==> config.mk <==
export PLATFORM = sky130hd
export DESIGN_NAME = eeprom_tlv_record_parser_core
export DESIGN_NICKNAME = d
export VERILOG_FILES = /design/src/rtl/etrp_pkg.sv /design/src/rtl/etrp_front.sv /design/src/rtl/etrp_queue.sv /design/src/rtl/etrp_back.sv /design/src/rtl/eeprom_tlv_record_parser_core.sv
export SDC_FILE = /design/constraint.sdc
export NUM_CORES = 1
export LEC_CHECK = 0
export BUFFER_PORTS_ARGS = -buffer_cell sky130_fd_sc_hd__buf_4
export CAP_MARGIN = 20
export CORE_MARGIN = 4
export CORE_UTILIZATION = 50
export CTS_CLUSTER_SIZE = 8
export DETAILED_ROUTE_END_ITERATION = 7
export HOLD_SLACK_MARGIN = 0.03
export PLACE_DENSITY = 0.67
export RECOVER_POWER = 50
export REMOVE_ABC_BUFFERS = 1
export SETUP_SLACK_MARGIN = 0.3
export SKIP_CTS_REPAIR_TIMING = 1
export SYNTH_ARGS = -nofsm -noshare
export SYNTH_HDL_FRONTEND = slang
export SYNTH_SLANG_ARGS = --single-unit
==> constraint.sdc <==
create_clock -name clk_i -period 7.4 [get_ports clk_i]
set_input_delay 0.74 -clock clk_i [delete_from_list [all_inputs] [get_ports clk_i]]
set_output_delay 0.74 -clock clk_i [all_outputs]
set_load 0.005 [all_outputs]
==> src/rtl/etrp_pkg.sv <==
// package for the eeprom tlv record parser
// kinds, phases, sizes and the word types shared by front and back parts
package etrp_pkg;

  localparam int unsigned ImageBytes    = 256;
  localparam int unsigned OffW          = $clog2(ImageBytes);
  localparam int unsigned AssemblyChars = 12;
  localparam int unsigned ProductChars  = 12;
  localparam int unsigned DateChars     = 10;
  localparam int unsigned SerialChars   = 11;
  localparam int unsigned MacChars      = 12;
  localparam int unsigned QDepth        = 4;
  localparam int unsigned QAw           = $clog2(QDepth);

  typedef enum logic [3:0] {
    KIND_PCA      = 4'd0,
    KIND_SERIAL   = 4'd1,
    KIND_DATE     = 4'd2,
    KIND_ASSEMBLY = 4'd3,
    KIND_PRODUCT  = 4'd4,
    KIND_MAC      = 4'd5,
    KIND_MAJOR    = 4'd6,
    KIND_MINOR    = 4'd7,
    KIND_DONE     = 4'd8,
    KIND_HEADER   = 4'd9,
    KIND_FORMAT   = 4'd10,
    KIND_HEXERR   = 4'd11
  } kind_e;

  typedef enum logic [3:0] {
    PH_HEADER, PH_SIZE, PH_FORMAT, PH_PCA, PH_SERIAL,
    PH_KVN, PH_TYPE, PH_LEN, PH_BODY, PH_HALT
  } phase_e;

  localparam logic [7:0] RecEnd      = 8'h00;
  localparam logic [7:0] RecDate     = 8'h02;
  localparam logic [7:0] RecProduct  = 8'h03;
  localparam logic [7:0] RecAssembly = 8'h04;
  localparam logic [7:0] RecMac      = 8'h05;
  localparam logic [7:0] RecVersion  = 8'h0B;
  localparam logic [7:0] RecSerial   = 8'h0E;

  localparam logic [0:0] RegHeader = 1'b0;
  localparam logic [0:0] RegFormat = 1'b1;

  // one result word
  typedef struct packed {
    kind_e      kind;
    logic [7:0] position;
    logic [7:0] value;
  } res_t;

  // all results of one byte, up to three
  typedef struct packed {
    logic [1:0] cnt;
    res_t       r0;
    res_t       r1;
    res_t       r2;
  } bundle_t;

  // hex digit value, invalid flag in bit 4
  function automatic logic [4:0] hex_digit(input logic [7:0] c);
    logic [4:0] d;
    d = 5'h10;
    if (c >= 8'h30 && c <= 8'h39) d = {1'b0, c[3:0]};
    else if ((c >= 8'h61 && c <= 8'h66) || (c >= 8'h41 && c <= 8'h46))
      d = {1'b0, c[3:0] + 4'd9};
    return d;
  endfunction

endpackage

==> src/rtl/etrp_front.sv <==
// front part: runs the byte parser and bundles the results of each byte
// depends on etrp_pkg
module etrp_front (
  input  logic               clk_i,
  input  logic               rst_ni,
  input  logic               cfg_we_i,
  input  logic               cfg_idx_i,
  input  logic [31:0]        cfg_data_i,
  input  logic               in_valid_i,
  output logic               in_ready_o,
  input  logic [7:0]         data_byte_i,
  input  logic               last_byte_i,
  output logic               push_o,
  output etrp_pkg::bundle_t  bundle_o,
  input  logic               q_full_i
);
  import etrp_pkg::*;

  logic [31:0]     hdr_q, fmt_q;
  logic [OffW-1:0] off_q, off_d;
  phase_e          ph_q, ph_d;
  logic [15:0]     acc_q, acc_d;
  logic [7:0]      rtype_q, rtype_d;
  logic [15:0]     left_q, left_d;
  logic [7:0]      cur_q, cur_d;
  logic [7:0]      mach_q, mach_d;
  logic [7:0]      maj_q, maj_d;
  logic [7:0]      min_q, min_d;
  logic            dot_q, dot_d;
  logic            fin_q, fin_d;
  bundle_t         b;

  assign in_ready_o = !q_full_i;
  wire take = in_valid_i && in_ready_o;

  // configuration registers
  always_ff @(posedge clk_i or negedge rst_ni) begin
    if (!rst_ni) begin
      hdr_q <= 32'h0000_0003;
      fmt_q <= 32'h3030_3032;
    end else if (cfg_we_i) begin
      if (cfg_idx_i == RegHeader) hdr_q <= cfg_data_i;
      else fmt_q <= cfg_data_i;
    end
  end

  // per-byte parse step
  always_comb begin
    logic [7:0]  c;
    logic [4:0]  hd;
    logic [7:0]  dv;
    logic [7:0]  sel;
    logic [15:0] accn;
    logic        endrec;
    c = data_byte_i;
    hd = hex_digit(c);
    dv = hd[4] ? 8'hFF : {4'd0, hd[3:0]};
    off_d = off_q; ph_d = ph_q; acc_d = acc_q; rtype_d = rtype_q;
    left_d = left_q; cur_d = cur_q; mach_d = mach_q; maj_d = maj_q;
    min_d = min_q; dot_d = dot_q; fin_d = fin_q;
    b = '0;
    sel = 8'd0;
    accn = 16'd0;
    endrec = 1'b0;
    unique case (ph_q)
      PH_HEADER: begin
        unique case (off_q[1:0])
          2'd0: sel = hdr_q[31:24];
          2'd1: sel = hdr_q[23:16];
          2'd2: sel = hdr_q[15:8];
          default: sel = hdr_q[7:0];
        endcase
        if (sel != c) begin
          b.r0 = '{KIND_HEADER, 8'd0, 8'd0}; b.cnt = 2'd1;
          fin_d = 1'b1; ph_d = PH_HALT;
        end else if (off_q >= OffW'(3)) ph_d = PH_SIZE;
      end
      PH_SIZE: if (off_q >= OffW'(7)) ph_d = PH_FORMAT;
      PH_FORMAT: begin
        unique case (off_q[1:0])
          2'd0: sel = fmt_q[31:24];
          2'd1: sel = fmt_q[23:16];
          2'd2: sel = fmt_q[15:8];
          default: sel = fmt_q[7:0];
        endcase
        if (sel != c) begin
          b.r0 = '{KIND_FORMAT, 8'd0, 8'd0}; b.cnt = 2'd1;
          fin_d = 1'b1; ph_d = PH_HALT;
        end else if (off_q >= OffW'(11)) ph_d = PH_PCA;
      end
      PH_PCA: begin
        b.r0 = '{KIND_PCA, 8'(off_q - OffW'(12)), c}; b.cnt = 2'd1;
        if (off_q >= OffW'(23)) ph_d = PH_SERIAL;
      end
      PH_SERIAL: begin
        b.r0 = '{KIND_SERIAL, 8'(off_q - OffW'(24)), c}; b.cnt = 2'd1;
        if (off_q >= OffW'(34)) ph_d = PH_KVN;
      end
      PH_KVN: if (off_q >= OffW'(37)) begin
        ph_d = PH_TYPE; cur_d = 8'd0; acc_d = 16'd0;
      end
      PH_TYPE, PH_LEN: begin
        if (hd[4]) begin
          b.r0 = '{KIND_HEXERR, 8'd0, 8'd0}; b.cnt = 2'd1;
          fin_d = 1'b1; ph_d = PH_HALT;
        end else begin
          accn = {acc_q[11:0], hd[3:0]};
          acc_d = accn;
          cur_d = cur_q + 8'd1;
          if (ph_q == PH_TYPE) begin
            if (cur_q >= 8'd1) begin
              rtype_d = accn[7:0]; acc_d = 16'd0; cur_d = 8'd0; ph_d = PH_LEN;
            end
          end else if (cur_q >= 8'd3) begin
            left_d = accn; acc_d = 16'd0; cur_d = 8'd0;
            maj_d = 8'd0; min_d = 8'd0; dot_d = 1'b0; mach_d = 8'd0;
            if (rtype_q == RecEnd) begin
              b.r0 = '{KIND_DONE, 8'd0, 8'd0}; b.cnt = 2'd1;
              fin_d = 1'b1; ph_d = PH_HALT;
            end else if (accn == 16'd0) begin
              dot_d = 1'b0; acc_d = 16'd0;
              endrec = 1'b1;
            end else ph_d = PH_BODY;
          end
        end
      end
      PH_BODY: begin
        unique case (rtype_q)
          RecDate: if (cur_q < 8'(DateChars)) begin
            b.r0 = '{KIND_DATE, cur_q, c}; b.cnt = 2'd1;
          end
          RecAssembly: if (cur_q < 8'(AssemblyChars)) begin
            b.r0 = '{KIND_ASSEMBLY, cur_q, c}; b.cnt = 2'd1;
          end
          RecProduct: if (cur_q < 8'(ProductChars)) begin
            b.r0 = '{KIND_PRODUCT, cur_q, c}; b.cnt = 2'd1;
          end
          RecSerial: if (cur_q < 8'(SerialChars)) begin
            b.r0 = '{KIND_SERIAL, cur_q, c}; b.cnt = 2'd1;
          end
          RecMac: if (cur_q < 8'(MacChars)) begin
            if (!cur_q[0]) mach_d = dv;
            else begin
              b.r0 = '{KIND_MAC, {1'b0, cur_q[7:1]}, {mach_q[3:0], 4'd0} + dv};
              b.cnt = 2'd1;
            end
          end
          RecVersion: begin
            if (c == 8'h2E) begin
              maj_d = acc_q[7:0]; min_d = 8'd0; dot_d = 1'b1;
            end else min_d = 8'(min_q * 8'd10) + dv;
            acc_d = {8'd0, 8'(acc_q[7:0] * 8'd10) + dv};
          end
          default: ;
        endcase
        if (cur_q != 8'hFF) cur_d = cur_q + 8'd1;
        left_d = left_q - 16'd1;
        if (left_q == 16'd1) endrec = 1'b1;
      end
      default: ;
    endcase
    // record end: version results then back to type digits
    if (endrec) begin
      if (rtype_q == RecVersion) begin
        b.r1 = '{KIND_MAJOR, 8'd0, dot_d ? maj_d : acc_d[7:0]};
        b.r2 = '{KIND_MINOR, 8'd0, dot_d ? min_d : 8'd0};
        if (b.cnt == 2'd0) begin
          b.r0 = b.r1; b.r1 = b.r2;
        end
        b.cnt = b.cnt + 2'd2;
      end
      ph_d = PH_TYPE; cur_d = 8'd0; acc_d = 16'd0;
    end
    // image end
    if (last_byte_i || off_q == OffW'(ImageBytes - 1)) begin
      if (!fin_d) begin
        unique case (b.cnt)
          2'd0: b.r0 = '{KIND_DONE, 8'd0, 8'd0};
          2'd1: b.r1 = '{KIND_DONE, 8'd0, 8'd0};
          default: b.r2 = '{KIND_DONE, 8'd0, 8'd0};
        endcase
        b.cnt = b.cnt + 2'd1;
      end
      off_d = '0; ph_d = PH_HEADER; acc_d = '0; rtype_d = '0; left_d = '0;
      cur_d = '0; mach_d = '0; maj_d = '0; min_d = '0; dot_d = 1'b0; fin_d = 1'b0;
    end else off_d = off_q + OffW'(1);
  end

  // parser state
  always_ff @(posedge clk_i or negedge rst_ni) begin
    if (!rst_ni) begin
      off_q <= '0; ph_q <= PH_HEADER; acc_q <= '0; rtype_q <= '0;
      left_q <= '0; cur_q <= '0; mach_q <= '0; maj_q <= '0;
      min_q <= '0; dot_q <= 1'b0; fin_q <= 1'b0;
    end else if (take) begin
      off_q <= off_d; ph_q <= ph_d; acc_q <= acc_d; rtype_q <= rtype_d;
      left_q <= left_d; cur_q <= cur_d; mach_q <= mach_d; maj_q <= maj_d;
      min_q <= min_d; dot_q <= dot_d; fin_q <= fin_d;
    end
  end

  assign push_o   = take && (b.cnt != 2'd0);
  assign bundle_o = b;
endmodule

==> src/rtl/etrp_queue.sv <==
// short queue of result bundles between front and back parts
// depends on etrp_pkg
module etrp_queue (
  input  logic               clk_i,
  input  logic               rst_ni,
  input  logic               push_i,
  input  etrp_pkg::bundle_t  data_i,
  output logic               full_o,
  output logic               empty_o,
  input  logic               pop_i,
  output etrp_pkg::bundle_t  data_o
);
  import etrp_pkg::*;

  bundle_t      mem_q [QDepth];
  logic [QAw-1:0] wp_q, rp_q;
  logic [QAw:0]   cnt_q;

  assign full_o  = cnt_q == (QAw+1)'(QDepth);
  assign empty_o = cnt_q == '0;
  assign data_o  = mem_q[rp_q];

  // storage
  always_ff @(posedge clk_i) begin
    if (push_i) mem_q[wp_q] <= data_i;
  end

  // pointers
  always_ff @(posedge clk_i or negedge rst_ni) begin
    if (!rst_ni) begin
      wp_q <= '0; rp_q <= '0; cnt_q <= '0;
    end else begin
      if (push_i) wp_q <= wp_q + QAw'(1);
      if (pop_i) rp_q <= rp_q + QAw'(1);
      cnt_q <= cnt_q + (QAw+1)'(push_i) - (QAw+1)'(pop_i);
    end
  end
endmodule

==> src/rtl/etrp_back.sv <==
// back part: serialises each bundle into result words on the output
// depends on etrp_pkg
module etrp_back (
  input  logic               clk_i,
  input  logic               rst_ni,
  input  logic               empty_i,
  input  etrp_pkg::bundle_t  bundle_i,
  output logic               pop_o,
  output logic               out_valid_o,
  input  logic               out_ready_i,
  output logic [3:0]         kind_o,
  output logic [7:0]         position_o,
  output logic [7:0]         value_o,
  output logic               run_last_o
);
  import etrp_pkg::*;

  logic [1:0] idx_q, idx_d;
  res_t       cur;
  logic       last;

  // pick the word at the current index
  always_comb begin
    unique case (idx_q)
      2'd0: cur = bundle_i.r0;
      2'd1: cur = bundle_i.r1;
      default: cur = bundle_i.r2;
    endcase
    last  = (idx_q + 2'd1) == bundle_i.cnt;
    idx_d = idx_q;
    if (out_valid_o && out_ready_i) idx_d = last ? 2'd0 : idx_q + 2'd1;
  end

  always_ff @(posedge clk_i or negedge rst_ni) begin
    if (!rst_ni) idx_q <= 2'd0;
    else idx_q <= idx_d;
  end

  assign out_valid_o = !empty_i;
  assign pop_o       = out_valid_o && out_ready_i && last;
  assign kind_o      = cur.kind;
  assign position_o  = cur.position;
  assign value_o     = cur.value;
  assign run_last_o  = last;
endmodule

==> src/rtl/eeprom_tlv_record_parser_core.sv <==
// Board EEPROM TLV record parser, top level
// Input channel in_valid_i/in_ready_o carries one EEPROM word per cycle
// (data_byte_i, last_byte_i) while in_ready_o is high. Output channel
// out_valid_o/out_ready_i carries result words (kind_o, position_o,
// value_o, run_last_o). The front part parses a word in the cycle it is
// taken and pushes all of its results (up to three) into a four-entry
// queue; the back part hands them out one per cycle while out_ready_i is
// high. Results are offered from the queue storage registers.
// Throughput: one input word per cycle while results average at most one
// per word and the receiver is ready. When the receiver stalls, the queue
// fills and in_ready_o drops; nothing is lost. Reset clears the parser
// state and the queue and sets the header and format registers to their
// defaults. Register writes (cfg_we_i, cfg_idx_i, cfg_data_i) take effect
// at once; indexes beyond one are ignored.
// Depends on etrp_pkg, etrp_front, etrp_queue, etrp_back.
module eeprom_tlv_record_parser_core (
  input  logic        clk_i,
  input  logic        rst_ni,
  input  logic        cfg_we_i,
  input  logic [1:0]  cfg_idx_i,
  input  logic [31:0] cfg_data_i,
  input  logic        in_valid_i,
  output logic        in_ready_o,
  input  logic [7:0]  data_byte_i,
  input  logic        last_byte_i,
  output logic        out_valid_o,
  input  logic        out_ready_i,
  output logic [3:0]  kind_o,
  output logic [7:0]  position_o,
  output logic [7:0]  value_o,
  output logic        run_last_o
);
  import etrp_pkg::*;

  logic    push, full, empty, pop;
  bundle_t wb, rb;

  etrp_front u_front (
    .clk_i, .rst_ni,
    .cfg_we_i   (cfg_we_i && cfg_idx_i[1] == 1'b0),
    .cfg_idx_i  (cfg_idx_i[0]),
    .cfg_data_i,
    .in_valid_i, .in_ready_o, .data_byte_i, .last_byte_i,
    .push_o (push), .bundle_o (wb), .q_full_i (full)
  );

  etrp_queue u_queue (
    .clk_i, .rst_ni,
    .push_i (push), .data_i (wb), .full_o (full), .empty_o (empty),
    .pop_i (pop), .data_o (rb)
  );

  etrp_back u_back (
    .clk_i, .rst_ni,
    .empty_i (empty), .bundle_i (rb), .pop_o (pop),
    .out_valid_o, .out_ready_i, .kind_o, .position_o, .value_o, .run_last_o
  );
endmodule

==> impl_summary.log, run 1 <==
INFO  metric whs_path_depth = 3
INFO  metric ys_ff_latch = 323
INFO  metric synth.lib_cells_used.distinct = 83
INFO  metric dp_hpwl = 28,740 um
INFO  metric gp_congestion = 0.9139
INFO  metric synth-adder-area-share = 5.063%
INFO  metric setup-violations-final = 0
INFO  metric cp_cell_sequence = clkbuf_1 -> inv_1 -> ha_1 -> nand2b_1 -> o21ai_0 -> o21ai_0 -> clkbuf_1 -> inv_1 -> nor2_1 -> a41oi_1 -> nor2_1 -> inv_2 -> ha_1 -> nor4_4 -> a21oi_2 -> o21a_4 -> and2_2 -> buf_4
INFO  metric most-common-layout-cells = 172 x sky130_fd_sc_hd__edfxtp_1, 138 x sky130_fd_sc_hd__dfrtp_1, 104 x sky130_fd_sc_hd__nor2_1
INFO  metric clock-skew-final = 0.02479 ns
INFO  metric holdPathEnd = u_front.hdr_q[7]$_DFFE_PN0P_
INFO  metric synth_xor_area_share = 2.450%
INFO  metric grt_pass1_vias = 11,877
INFO  metric core-area = 32,870 um^2
INFO  metric detail_route.drc_violations = 0
INFO  metric clock-sinks = 323
INFO  metric slew_violations = 156
INFO  metric critical_path_class = in2reg
INFO  metric syn_area_cell = 11.90 um^2
INFO  metric hold-worst-slack = 0.4058 ns
INFO  metric timing.critical_path.fanout_max = 27
INFO  metric std_cell_rows = 66
INFO  metric synth_compound_gate_area_share = 13.92%
INFO  metric sequential_share_of_the_synthesized_area = 53.30%
INFO  metric numCtsBuffers = 46
INFO  metric slew-limit-headroom = -198.7%
INFO  metric post_synth_mux_area_share = 10.89%
INFO  metric worst_skew_pair_latency = 0.55 ns
INFO  metric area_delta_synth_final = 13.48%
INFO  metric async_flop_share = 46.75%
INFO  metric finalHoldViolCount = 0
INFO  metric ctsLongestPathBuffers = 3
INFO  metric maximum_number_of_pins_on_one_net_before_global_route_repair = 82
INFO  metric max_cap_viol_count = 3
INFO  metric synthFlopType = sky130_fd_sc_hd__edfxtp_1
INFO  metric synth-edff-count = 172
INFO  metric worstRegToRegCells = 16
INFO  metric synth.cell_area = 16,800 um^2
INFO  metric worst_slew_pin_slew = 4.481 ns
INFO  metric cp_data_arrival_time = 6.20 ns
INFO  metric max-vdd-ir-drop = 0.2018 mV
INFO  metric failed_checks = capacitance limit, slew limit
INFO  metric route.vias.total = 11,870
INFO  metric timing.critical_path.to_type = flip-flop
INFO  metric holdCritStartpoint = cfg_data_i[7]
INFO  metric pin_count = 71
INFO  metric cts_tree = done
INFO  metric hold_class = in2reg
INFO  metric status = complete, but fails checks
INFO  metric worst_path_dominant_cell_family = buffers and inverters
INFO  metric dr.first_iter.drc_count = 1,070
INFO  metric first_pass_iters = 7
INFO  metric grt_setup_unrepaired = false
INFO  metric cp-start-kind = input port
INFO  metric synth_top_family_by_area = compound AO/OA/AOI/OAI gates
INFO  metric timing.critical_path.buf_inv = 6
INFO  metric min_period_over_period = 80.74%
INFO  metric clock_slew_at_the_register_clock_pins_of_the_worst_setup_and_hold_paths = 0.05 ns
INFO  metric clock.fmax = 167.4 MHz
INFO  metric r2r_end = u_queue.mem_q[1][38]$_DFFE_PP_
INFO  metric globalRouteOverflowTotal = 0
INFO  metric port_buffers = 70
INFO  metric initial_utilization = 51.13%
INFO  metric synth_simple_gate_area_share = 11.15%
INFO  metric via_per_inst = 6.087
INFO  metric placedCellCount = 1,866
INFO  metric grt_pass1_wl = 67,310 um
INFO  metric chipHeight = 191.3 um
INFO  metric count_of_placed_standard_cells_in_the_final_layout_fillers_left_out = 1,950
INFO  metric finalWorstPathRequiredPeriod = 5.975 ns
INFO  metric grt_usage = 23.20%
INFO  metric ant_nets = 0
INFO  metric worstReg2RegStart = u_front.off_q[0]$_DFFE_PN0P_
INFO  metric layout.nets = 1,587
INFO  metric drt_wl_total = 42,010 um
INFO  metric power.leakage = 7.349 nW
INFO  metric critical_path_required = 7.63 ns
INFO  metric timing.critical_path.slowest_cell_delay = 0.63 ns
INFO  metric pwr_density_cell = 346.3 nW/um^2
INFO  metric setup.reg_to_reg.worst_slack = 2.26 ns
INFO  metric worst_path_max_delay_cell = sky130_fd_sc_hd__and2_2
INFO  metric fp.dieW = 191.3 um
INFO  metric mostFrequentLayoutCell = sky130_fd_sc_hd__edfxtp_1
INFO  metric wl_per_cell = 21.55 um
INFO  metric antenna_found_initial = 0
INFO  metric cts_root_buffer = sky130_fd_sc_hd__clkbuf_16
INFO  metric diodes = 0
INFO  metric netlist_instances = 1,412
INFO  metric h_tree_level_count = 2
INFO  metric fp.dieArea = 36,610 um^2
INFO  metric synth-warning-count = 0
INFO  metric timing.setup.tns = 0 ns
INFO  metric share_of_cells_above_drive_strength_1 = 18.10%
registers in the layout, indices dropped and copies added, names as in the netlist, 3 cells and up:
name             count
u_front.min_q        8
u_front.ph_q         4
u_queue.cnt_q        3
u_front.cur_q        8
u_front.off_q        8
u_front.rtype_q      8
u_front.left_q      16
u_queue.mem_q      172
u_front.acc_q       12
u_front.maj_q        8
u_front.fmt_q       32
u_front.hdr_q       32
u_front.mach_q       4
kinds of logic (layout without fill, tap and decap cells):
logic type / count (synthesis) / after routing
flip-flops: 323 / 323
AND/OR/NAND/NOR: 375 / 375
buffers and inverters: 141 / 237
XOR/XNOR: 47 / 47
adder cells (fa/ha/maj): 65 / 65
multiplexers: 121 / 121
AO/OA/AOI/OAI: 340 / 340
routing by layer:
layer	GRT usage (%)	up-vias	share of wire, %
met4	6.105	0	2.3
li1	-	5470	-
met1	33.96	5891	44
met3	4.456	73	7.7
met5	0	-	0
met2	35.88	436	46
where the power goes:
| part | switching (mW) | internal [mW] |
|---|---|---|
| registers | 0.174 | 2.30 |
| clock network | 0.763 | 1.17 |
| logic | 1.23 | 0.957 |
| total | 2.17 | 4.43 |
worst max path at each step:
stage	slack, ns	start	endpoint	cells past startpoint
2_1_floorplan	2.19	data_byte_i[0]	u_queue.mem_q[0][0]$_DFFE_PP_	15
3_3_place_gp	2.21	data_byte_i[0]	u_queue.mem_q[1][49]$_DFFE_PP_	18
3_5_place_dp	2.13	data_byte_i[0]	u_queue.mem_q[1][51]$_DFFE_PP_	18
4_1_cts	2.29	u_front.off_q[0]$_DFFE_PN0P_	u_queue.mem_q[1][55]$_DFFE_PP_	14
5_1_grt	1.06	data_byte_i[0]	u_queue.mem_q[1][55]$_DFFE_PP_	18
6_report	1.42	data_byte_i[0]	u_queue.mem_q[1][38]$_DFFE_PP_	18
cell usage after synthesis (8+ instances only):
cell type | instances | share of area (%)
sky130_fd_sc_hd__a211o_1 | 8 | 0.42
sky130_fd_sc_hd__a21o_1 | 13 | 0.58
sky130_fd_sc_hd__a21oi_1 | 65 | 1.9
sky130_fd_sc_hd__a221o_1 | 10 | 0.60
sky130_fd_sc_hd__a221oi_1 | 10 | 0.52
sky130_fd_sc_hd__a222oi_1 | 16 | 0.95
sky130_fd_sc_hd__a22o_1 | 17 | 0.89
sky130_fd_sc_hd__a22oi_1 | 26 | 1.2
sky130_fd_sc_hd__a31oi_1 | 9 | 0.34
sky130_fd_sc_hd__and2_1 | 17 | 0.63
sky130_fd_sc_hd__buf_2 | 9 | 0.27
sky130_fd_sc_hd__clkbuf_1 | 61 | 1.4
sky130_fd_sc_hd__dfrtp_1 | 140 | 21
sky130_fd_sc_hd__dfstp_2 | 11 | 1.7
sky130_fd_sc_hd__edfxtp_1 | 172 | 31
sky130_fd_sc_hd__ha_1 | 60 | 4.5
sky130_fd_sc_hd__inv_1 | 63 | 1.4
sky130_fd_sc_hd__mux2_2 | 61 | 4.1
sky130_fd_sc_hd__mux2i_1 | 16 | 0.95
sky130_fd_sc_hd__mux4_2 | 43 | 5.8
sky130_fd_sc_hd__nand2_1 | 94 | 2.1
sky130_fd_sc_hd__nand2b_1 | 12 | 0.45
sky130_fd_sc_hd__nand3_1 | 28 | 0.83
sky130_fd_sc_hd__nand4_1 | 14 | 0.52
sky130_fd_sc_hd__nor2_1 | 103 | 2.3
sky130_fd_sc_hd__nor2b_1 | 18 | 0.67
sky130_fd_sc_hd__nor3_1 | 30 | 0.89
sky130_fd_sc_hd__nor4_1 | 12 | 0.45
sky130_fd_sc_hd__o21ai_0 | 90 | 2.7
sky130_fd_sc_hd__o31ai_1 | 12 | 0.54
sky130_fd_sc_hd__xnor2_1 | 38 | 2.0
sky130_fd_sc_hd__xor2_1 | 9 | 0.47
final cells by class:
cell class | count | area (um^2)
Fill cell | 2736 | 13800
Sequential cell | 323 | 8960
Multi-Input combinational cell | 948 | 7305
Clock buffer | 79 | 1285
Timing Repair Buffer | 91 | 671.9
Tap cell | 442 | 553.0
Inverter | 64 | 240.2
Clock inverter | 3 | 55.05
per-stage QoR:
step	area, um^2	total power [mW]	worst slack, ns	util (%)
2_1_floorplan	16500	3.961	2.192	-
3_3_place_gp	17740	4.678	2.206	53.98
3_5_place_dp	17740	4.723	2.130	53.98
4_1_cts	19080	6.680	2.294	58.06
5_1_grt	19070	7.010	1.064	58.02
6_report	19070	6.604	1.425	58.02
worst register-to-register path, delay by kind of cell, from the launching register on:
kind,cells,cell delay (ns)
muxes,1,0.29
adders and majority gates,2,0.82
xor gates and xnor gates,1,0.16
and+or+nand+nor,4,1.09
AOI/OAI and AO/OA,5,1.14
buffers and inverters,3,0.86
DFF,1,0.44
Note: power is estimated with default switching activity, not from simulation.
==> run 2: changes to the inputs <==
--- a/config.mk
+++ b/config.mk
@@ -5,6 +5,7 @@
 export SDC_FILE = /design/constraint.sdc
 export NUM_CORES = 1
 export LEC_CHECK = 0
+export ABC_AREA = 1
 export BUFFER_PORTS_ARGS = -buffer_cell sky130_fd_sc_hd__buf_4
 export CAP_MARGIN = 20
 export CORE_MARGIN = 4
@@ -12,7 +13,7 @@
 export CTS_CLUSTER_SIZE = 8
 export DETAILED_ROUTE_END_ITERATION = 7
 export HOLD_SLACK_MARGIN = 0.03
-export PLACE_DENSITY = 0.67
+export PLACE_DENSITY = 0.69
 export RECOVER_POWER = 50
 export REMOVE_ABC_BUFFERS = 1
 export SETUP_SLACK_MARGIN = 0.3
==> constraint.sdc (replaced) <==
create_clock -name clk_i -period 5.4 [get_ports clk_i]
set_input_delay 0.54 -clock clk_i [delete_from_list [all_inputs] [get_ports clk_i]]
set_output_delay 0.54 -clock clk_i [all_outputs]
set_load 0.005 [all_outputs]
==> run 2 against run 1 <==
Global-route usage is 1.6 points higher; synthesized area is 6.0% higher; register-to-register slack worse by 1.4 ns; clock-buffer cell count is 4 higher; the run still ends with capacitance limit, slew limit left; combinational power is 80% higher; via count is 26% higher; critical path depth is 2 higher; final cell count is 37% higher; clock skew is 0.016 ns higher; sequential share of layout area is 2.2 points lower; first-iteration DRC count is 21% higher.
==> impl_summary.log, run 2 <==
INFO  metric clock.fmax = 222.2 MHz
INFO  metric synth_top_cells_by_area = sky130_fd_sc_hd__edfxtp_1 29%, sky130_fd_sc_hd__dfrtp_1 20%, sky130_fd_sc_hd__nand2_1 11%, sky130_fd_sc_hd__o21ai_0 5.8%, sky130_fd_sc_hd__nor2_1 5.0%
INFO  metric diodes = 0 (unchanged)
INFO  metric wl_per_cell = 18.05 um (-16%)
INFO  metric max_cap_viol_count = 3 (unchanged)
INFO  metric clock-sinks = 323 (unchanged)
INFO  metric h_tree_level_count = 2 (unchanged)
INFO  metric ys_ff_latch = 323 (unchanged)
INFO  metric cts_tree = done
INFO  metric ctsLongestPathBuffers = 3 (unchanged)
INFO  metric finalWorstPathRequiredPeriod = 4.500 ns
INFO  metric timing.critical_path.slowest_cell_delay = 0.76 ns (+0.13 ns)
INFO  metric syn_area_cell = 8.459 um^2 (-29%)
INFO  metric synthMostInstantiatedCell = sky130_fd_sc_hd__nand2_1
INFO  metric slew-limit-headroom = -58.73% (+140 points)
INFO  metric timing.critical_path.fanout_max = 17 (-37%)
INFO  metric mostFrequentLayoutCell = sky130_fd_sc_hd__nand2_1
INFO  metric yosys.area.top_type = sky130_fd_sc_hd__edfxtp_1
INFO  metric route.vias.total = 14,910 (+26%)
INFO  metric synthFlopType = sky130_fd_sc_hd__edfxtp_1
INFO  metric slew_violations = 192 (+23%)
INFO  metric netlist_instances = 2,106 (+49%)
INFO  metric worst_skew_pair_latency = 0.57 ns (+0.02 ns)
INFO  metric fp.dieArea = 38,710 um^2 (+5.8%)
INFO  metric globalRouteOverflowTotal = 0 (unchanged)
INFO  metric clock_slew_at_the_register_clock_pins_of_the_worst_setup_and_hold_paths = 0.05 ns (about the same)
INFO  metric ant_nets = 0 (unchanged)
INFO  metric chipHeight = 196.8 um (+2.8%)
INFO  metric layout.nets = 2,286 (+44%)
INFO  metric grt_pass1_vias = 14,841 (+25%)
INFO  metric sequential_share_of_the_synthesized_area = 50.28% (-3.0 points)
INFO  metric via_per_inst = 5.595 (-8.1%)
INFO  metric fin_ws = 0.8998 ns (-0.5251 ns)
INFO  metric worstReg2RegStart = u_front.off_q[0]$_DFFE_PN0P_
INFO  metric finalHoldViolCount = 0 (unchanged)
INFO  metric synth.lib_cells_used.distinct = 61 (-27%)
INFO  metric pwr_density_cell = 509.5 nW/um^2 (+47%)
INFO  metric port_buffers = 70 (unchanged)
INFO  metric failed_checks = capacitance limit, slew limit
INFO  metric drt_wl_total = 48,100 um (+14%)
INFO  metric std_cell_rows = 68 (+3.0%)
INFO  metric status = complete, but fails checks
INFO  metric cp_cell_sequence = inv_1 -> ha_1 -> a21oi_1 -> nand2_1 -> nand2_1 -> nand2_1 -> nand2_1 -> inv_1 -> nand2_1 -> nor2_1 -> nand2_1 -> nand2_1 -> nand3_1 -> inv_1 -> ha_1 -> inv_1 -> nor2_1 -> inv_2 -> nand2_2 -> a21oi_1
INFO  metric area_share_of_the_leading_cell_type_in_the_synthesized_netlist = 28.99% (-1.7 points)
INFO  metric initial_utilization = 51.07% (-0.062 points)
INFO  metric core-area = 34,880 um^2 (+6.1%)
INFO  metric seq_area = 8959 um^2 (about the same)
INFO  metric first_pass_iters = 5 (-2)
INFO  metric synth_common_cells = 502 x sky130_fd_sc_hd__nand2_1, 235 x sky130_fd_sc_hd__nor2_1, 208 x sky130_fd_sc_hd__o21ai_0
INFO  metric clock-skew-final = 0.04114 ns (+0.01635 ns)
INFO  metric antenna_found_initial = 0 (unchanged)
INFO  metric cp-start-kind = flip-flop
INFO  metric holdCritStartpoint = cfg_data_i[12]
INFO  metric max-vdd-ir-drop = 0.3588 mV (+78%)
INFO  metric largest_reg_flops = 172 (unchanged)
INFO  metric hold-worst-slack = 0.2386 ns (-0.1672 ns)
INFO  metric power.share.switching = 39.56% (+6.7 points)
INFO  metric max_flop_register = u_queue.mem_q
INFO  metric dr.first_iter.drc_count = 1,291 (+21%)
INFO  metric numCtsBuffers = 46 (unchanged)
INFO  metric timing.setup.tns = 0 ns (unchanged)
INFO  metric area_delta_synth_final = 12.23%
INFO  metric power_frac_clock = 26.4% (-2.9 points)
INFO  metric total_power = 10.19 mW (+54%)
INFO  metric dp_slack = 0.9689 ns (-1.161 ns)
INFO  metric multi_input_area = 7556 um^2 (+3.4%)
INFO  metric setup-violations-final = 0 (unchanged)
INFO  metric gp_congestion = 0.9873 (+8.0%)
INFO  metric share_of_cells_above_drive_strength_1 = 9.955% (-8.1 points)
INFO  metric critical_path_class = reg2reg
INFO  metric grt_setup_unrepaired = false
INFO  metric timing.critical_path.to_type = flip-flop
INFO  metric cp_data_arrival_time = 4.75 ns (-1.45 ns)
INFO  metric dp_hpwl = 33,110 um (+15%)
INFO  metric cts_root_buffer = sky130_fd_sc_hd__clkbuf_16
INFO  metric min_period_over_period = 83.34%
INFO  metric power_frac_seq = 34.8% (-2.7 points)
INFO  metric fp.dieW = 196.8 um (+2.8%)
INFO  metric most-common-layout-cells = 506 x sky130_fd_sc_hd__nand2_1, 236 x sky130_fd_sc_hd__nor2_1, 222 x sky130_fd_sc_hd__o21ai_0
INFO  metric power.leakage = 8.741 nW (+19%)
INFO  metric cp-startpoint = u_front.off_q[0]$_DFFE_PN0P_
INFO  metric final.fill_count = 3,137 (+15%)
INFO  metric worst_slew_pin_slew = 2.381 ns (-2.100 ns)
INFO  metric top_regs = u_queue.mem_q (172), u_front.fmt_q (32), u_front.hdr_q (32)
INFO  metric pwr-share-comb = 38.8% (+5.6 points)
INFO  metric detail_route.drc_violations = 0 (unchanged)
INFO  metric hold_class = in2reg
INFO  metric worst_path_max_delay_cell = sky130_fd_sc_hd__ha_1
INFO  metric synth.cell_area = 17,810 um^2 (+6.0%)
INFO  metric async_flop_share = 46.75% (unchanged)
INFO  metric grt_usage = 24.77% (+1.6 points)
INFO  metric crit_top_cell = sky130_fd_sc_hd__nand2_1
INFO  metric cellInternalPower = 6.157 mW (+39%)
INFO  metric maximum_number_of_pins_on_one_net_before_global_route_repair = 77 (-6.1%)
INFO  metric synth-edff-count = 172 (unchanged)
INFO  metric synth-warning-count = 0 (unchanged)
INFO  metric grt_pass1_wl = 77,660 um (+15%)
INFO  metric net-switching-power = 4.029 mW (+86%)
INFO  metric critical_path_required = 5.65 ns (-1.98 ns)
INFO  metric pin_count = 71 (unchanged)
==> run 2: per-layer routing <==
metal	track usage [%]	vias up	routed length [um]	part of all wire (%)
met4	8.783	0	1510	3.1
li1	-	7208	-	-
met3	4.513	96	3292	6.8
met2	41.69	474	23020	48
met1	32.41	7132	20270	42
met5	0	-	0	0
==> run 2: area by class of cell <==
cell class,instances,share of cell area [%]
multi-input combinational,1471,37.79
inverter,240,4.543
timing repair buffer,91,3.279
sequential,323,44.81
clock inverter,2,0.1815
tap,455,2.847
clock buffer,83,6.552
==> run 2: cell families (layout without fill, tap and decap cells) <==
group                    Yosys count  after routing  synth area share (%)
AO/OA/AOI/OAI                    420            420                 13.36
buffers and inverters            312            416                 6.974
flip-flops                       323            323                 50.28
adder cells (fa/ha/maj)           65             65                 4.776
AND/OR/NAND/NOR                  956            956                 23.13
XOR/XNOR                          29             29                 1.426
multiplexers                       1              1               0.05619
==> run 2: final timing paths <==
kind                                             endpoint  slack [ns]  cells past startpoint
max in group asynchronous       u_front.fin_q$_DFFE_PN0P_        2.05                      4
min reg2reg                  u_front.fmt_q[7]$_DFFE_PN0P_        0.48                      2
max                        u_queue.mem_q[0][54]$_DFFE_PP_        0.90                     20
max reg2reg                u_queue.mem_q[0][54]$_DFFE_PP_        0.90                     20
min in group asynchronous   u_front.fmt_q[26]$_DFFE_PN0P_        0.56                      2
min                         u_front.fmt_q[12]$_DFFE_PN1P_        0.24                      3
==> run 2: stage by stage <==
stage / instance area [um^2] / util (%) / cells
2_1_floorplan: 17480 / - / 2034
3_3_place_gp: 18750 / 53.75 / 2577
3_5_place_dp: 18750 / 53.75 / 2577
4_1_cts: 20100 / 57.61 / 2662
5_1_grt: 19990 / 57.32 / 2665
6_report: 19990 / 57.32 / 2665
==> run 2: worst max-delay path, delay by kind of cell (launching register included) <==
kind | cells | cell delay, ns
adders and majority gates | 2 | 0.90
and+or+nand+nor | 11 | 2.02
DFF | 1 | 0.42
AOI/OAI and AO/OA | 2 | 0.29
buffers and inverters | 5 | 0.57
==> run 2: power by group through the flow <==
stage | clock (mW) | sequential (mW) | combinational [mW]
finish | 2.69 | 3.55 | 3.95
global route | 2.85 | 3.59 | 4.47
CTS | 2.74 | 3.54 | 4.02
detailed placement | 0 | 3.57 | 4.00
global placement | 0 | 3.56 | 3.91
floorplan | 0 | 3.55 | 2.60
==> run 3: changes to the inputs <==
--- a/config.mk
+++ b/config.mk
@@ -13,7 +13,7 @@
 export CTS_CLUSTER_SIZE = 8
 export DETAILED_ROUTE_END_ITERATION = 7
 export HOLD_SLACK_MARGIN = 0.03
-export PLACE_DENSITY = 0.69
+export PLACE_DENSITY = 0.67
 export RECOVER_POWER = 50
 export REMOVE_ABC_BUFFERS = 1
 export SETUP_SLACK_MARGIN = 0.3
==> constraint.sdc (replaced) <==
create_clock -name clk_i -period 4.6 [get_ports clk_i]
set_input_delay 0.46 -clock clk_i [delete_from_list [all_inputs] [get_ports clk_i]]
set_output_delay 0.46 -clock clk_i [all_outputs]
set_load 0.005 [all_outputs]
==> run 3 against run 2 <==
The flow still finishes with violations (capacitance limit, slew limit); combinational power rose by 20%; global-route usage grew 0.58 points; maximum frequency rose by 9.0%; non-clock buffer count rose by 1; via count shrank 0.23%; worst hold slack lost 0.092 ns; critical path depth down 5.
==> impl_summary.log, run 3 (synthesis results as in run 2) <==
INFO  metric clock.fmax = 242.1 MHz (+9.0%)
INFO  metric fp.dieArea = 38,710 um^2 (unchanged)
INFO  metric area_delta_synth_final = 12.88%
INFO  metric grt_usage = 25.35% (+0.58 points)
INFO  metric timing.setup.tns = 0 ns (unchanged)
INFO  metric first_pass_iters = 5 (unchanged)
INFO  metric hold_class = in2reg
INFO  metric critical_path_required = 5.09 ns (-0.56 ns)
INFO  metric wl_per_cell = 18.40 um (+2.0%)
INFO  metric gr-usage-met3 = 3.162% (-1.4 points)
INFO  metric numCtsBuffers = 46 (unchanged)
INFO  metric cp-start-kind = flip-flop
INFO  metric finalWorstPathRequiredPeriod = 4.130 ns (-0.3704 ns)
INFO  metric clock-skew-final = 0.03825 ns (-0.002889 ns)
INFO  metric fp.dieW = 196.8 um (unchanged)
INFO  metric grt_setup_unrepaired = false
INFO  metric most-common-layout-cells = 505 x sky130_fd_sc_hd__nand2_1, 233 x sky130_fd_sc_hd__nor2_1, 222 x sky130_fd_sc_hd__o21ai_0
INFO  metric status = complete, but fails checks
INFO  metric h_tree_level_count = 2 (unchanged)
INFO  metric top_regs = u_queue.mem_q (172), u_front.fmt_q (32), u_front.hdr_q (32)
INFO  metric cts_tree = done
INFO  metric grt_use_met1 = 35.49% (+3.1 points)
INFO  metric gp_congestion = 0.9555 (-3.2%)
INFO  metric via_per_inst = 5.580 (-0.27%)
INFO  metric maximum_number_of_pins_on_one_net_before_global_route_repair = 74 (-3.9%)
INFO  metric power.leakage = 8.746 nW (about the same)
INFO  metric dp_slack = 0.2740 ns (-0.6949 ns)
INFO  metric layout.nets = 2,287 (+0.044%)
INFO  metric std_cell_rows = 68 (unchanged)
INFO  metric setup-violations-final = 0 (unchanged)
INFO  metric slew-limit-headroom = -58.14% (+0.59 points)
INFO  metric fin_ws = 0.4701 ns (-0.4296 ns)
INFO  metric failed_checks = capacitance limit, slew limit
INFO  metric route.vias.total = 14,876 (-0.23%)
INFO  metric cts_root_buffer = sky130_fd_sc_hd__clkbuf_16
INFO  metric grt_pass1_vias = 14,547 (-2.0%)
INFO  metric hold-worst-slack = 0.1467 ns (-0.09190 ns)
INFO  metric antenna_found_initial = 0 (unchanged)
INFO  metric use_met2 = 40.37% (-1.3 points)
INFO  metric ant_nets = 0 (unchanged)
INFO  metric global_route.peak_usage_layer = met2
INFO  metric final_core_util = 57.65% (+0.33 points)
INFO  metric core-area = 34,880 um^2 (unchanged)
INFO  metric timing.critical_path.to_type = flip-flop
INFO  metric chipHeight = 196.8 um (unchanged)
INFO  metric dr.first_iter.drc_count = 1,131 (-12%)
INFO  metric cp_data_arrival_time = 4.62 ns (-0.13 ns)
INFO  metric share_of_cells_above_drive_strength_1 = 10.40% (+0.45 points)
INFO  metric max-vdd-ir-drop = 0.3691 mV (+2.9%)
INFO  metric critical_path_class = reg2reg
INFO  metric worst_skew_pair_latency = 0.58 ns (about the same)
INFO  metric slew_violations = 199 (+3.6%)
INFO  metric pin_count = 71 (unchanged)
INFO  metric globalRouteOverflowTotal = 0 (unchanged)
INFO  metric max_cap_viol_count = 4 (+1)
INFO  metric largest_reg_flops = 172 (unchanged)
INFO  metric drt_wl_total = 49,070 um (+2.0%)
INFO  metric timing.critical_path.fanout_max = 22 (+5)
INFO  metric min_period_over_period = 89.78% (+6.4 points)
INFO  metric pwr_density_cell = 600.7 nW/um^2 (+18%)
INFO  metric grt_pass1_wl = 78,880 um (+1.6%)
INFO  metric mostFrequentLayoutCell = sky130_fd_sc_hd__nand2_1
INFO  metric design_area = 20,110 um^2 (+0.58%)
INFO  metric diodes = 0 (unchanged)
INFO  metric worst_slew_pin_slew = 2.372 ns (-0.008860 ns)
INFO  metric detail_route.drc_violations = 0 (unchanged)
INFO  metric finalHoldViolCount = 0 (unchanged)
INFO  metric dp_hpwl = 34,370 um (+3.8%)
INFO  metric ctsLongestPathBuffers = 3 (unchanged)
INFO  metric port_buffers = 70 (unchanged)
INFO  metric clock-sinks = 323 (unchanged)
INFO  metric initial_utilization = 51.07% (unchanged)
INFO  metric detailed_place.area = 18,840 um^2 (+0.49%)
INFO  metric clock_slew_at_the_register_clock_pins_of_the_worst_setup_and_hold_paths = 0.06 ns (about the same)
INFO  metric max_flop_register = u_queue.mem_q
[run 3: stage by stage]
stage | cells | power (mW)
after global placement | 2579 | 8.854
after global routing | 2666 | 12.94
after detailed placement | 2580 | 8.951
after CTS | 2665 | 12.16
final | 2666 | 12.08
after floorplan | 2034 | 7.222
[run 3: worst paths after layout]
check / start / end / slack, ns / cells after the start
worst max-delay path: u_front.off_q[1]$_DFFE_PN0P_ / u_queue.cnt_q[1]$_DFF_PN0_ / 0.47 / 15
worst min-delay path: cfg_data_i[28] / u_front.fmt_q[28]$_DFFE_PN1P_ / 0.15 / 3
worst max register to register: u_front.off_q[1]$_DFFE_PN0P_ / u_queue.cnt_q[1]$_DFF_PN0_ / 0.47 / 15
worst min register to register: u_front.rtype_q[5]$_DFFE_PN0P_ / u_front.rtype_q[5]$_DFFE_PN0P_ / 0.48 / 2
max in group asynchronous: rst_ni / u_front.left_q[11]$_DFFE_PN0P_ / 1.63 / 3
min in group asynchronous: rst_ni / u_front.hdr_q[14]$_DFFE_PN0P_ / 1.01 / 2
[run 3: area by class of cell]
cell class,count,area (um^2)
multi-input cells,1471,7614
inverters,240,907.1
repair buffers,92,695.7
well taps,455,569.3
clock inverters,3,58.81
fillers,3140,14770
clock buffers,82,1306
flip-flops and latches,323,8959
[run 3: metal layers]
metal  up-vias  routed length [um]
met5         -                   0
li1       7211                   -
met3        97                2905
met4         0                2057
met2       542               22620
met1      7026               21480
[run 3: power breakdown]
group | total [mW] | switching [mW] | internal [mW]
registers | 4.17 | 0.372 | 3.79
clock network | 3.18 | 1.26 | 1.92
logic | 4.73 | 3.18 | 1.55
[run 3: worst max-delay path, stage by stage, from the launching register on]
cell,delay [ns]
sky130_fd_sc_hd__dfrtp_1,0.51
sky130_fd_sc_hd__ha_1,0.27
sky130_fd_sc_hd__inv_2,0.35
sky130_fd_sc_hd__nor3_1,0.16
sky130_fd_sc_hd__a21oi_2,0.22
sky130_fd_sc_hd__clkinvlp_2,0.62
sky130_fd_sc_hd__nand4_1,0.60
sky130_fd_sc_hd__nand2_1,0.09
sky130_fd_sc_hd__nand2_1,0.12
sky130_fd_sc_hd__nand2_1,0.14
sky130_fd_sc_hd__nand2_4,0.18
sky130_fd_sc_hd__inv_1,0.08
sky130_fd_sc_hd__ha_1,0.19
sky130_fd_sc_hd__inv_1,0.06
sky130_fd_sc_hd__fa_1,0.40
sky130_fd_sc_hd__inv_1,0.06
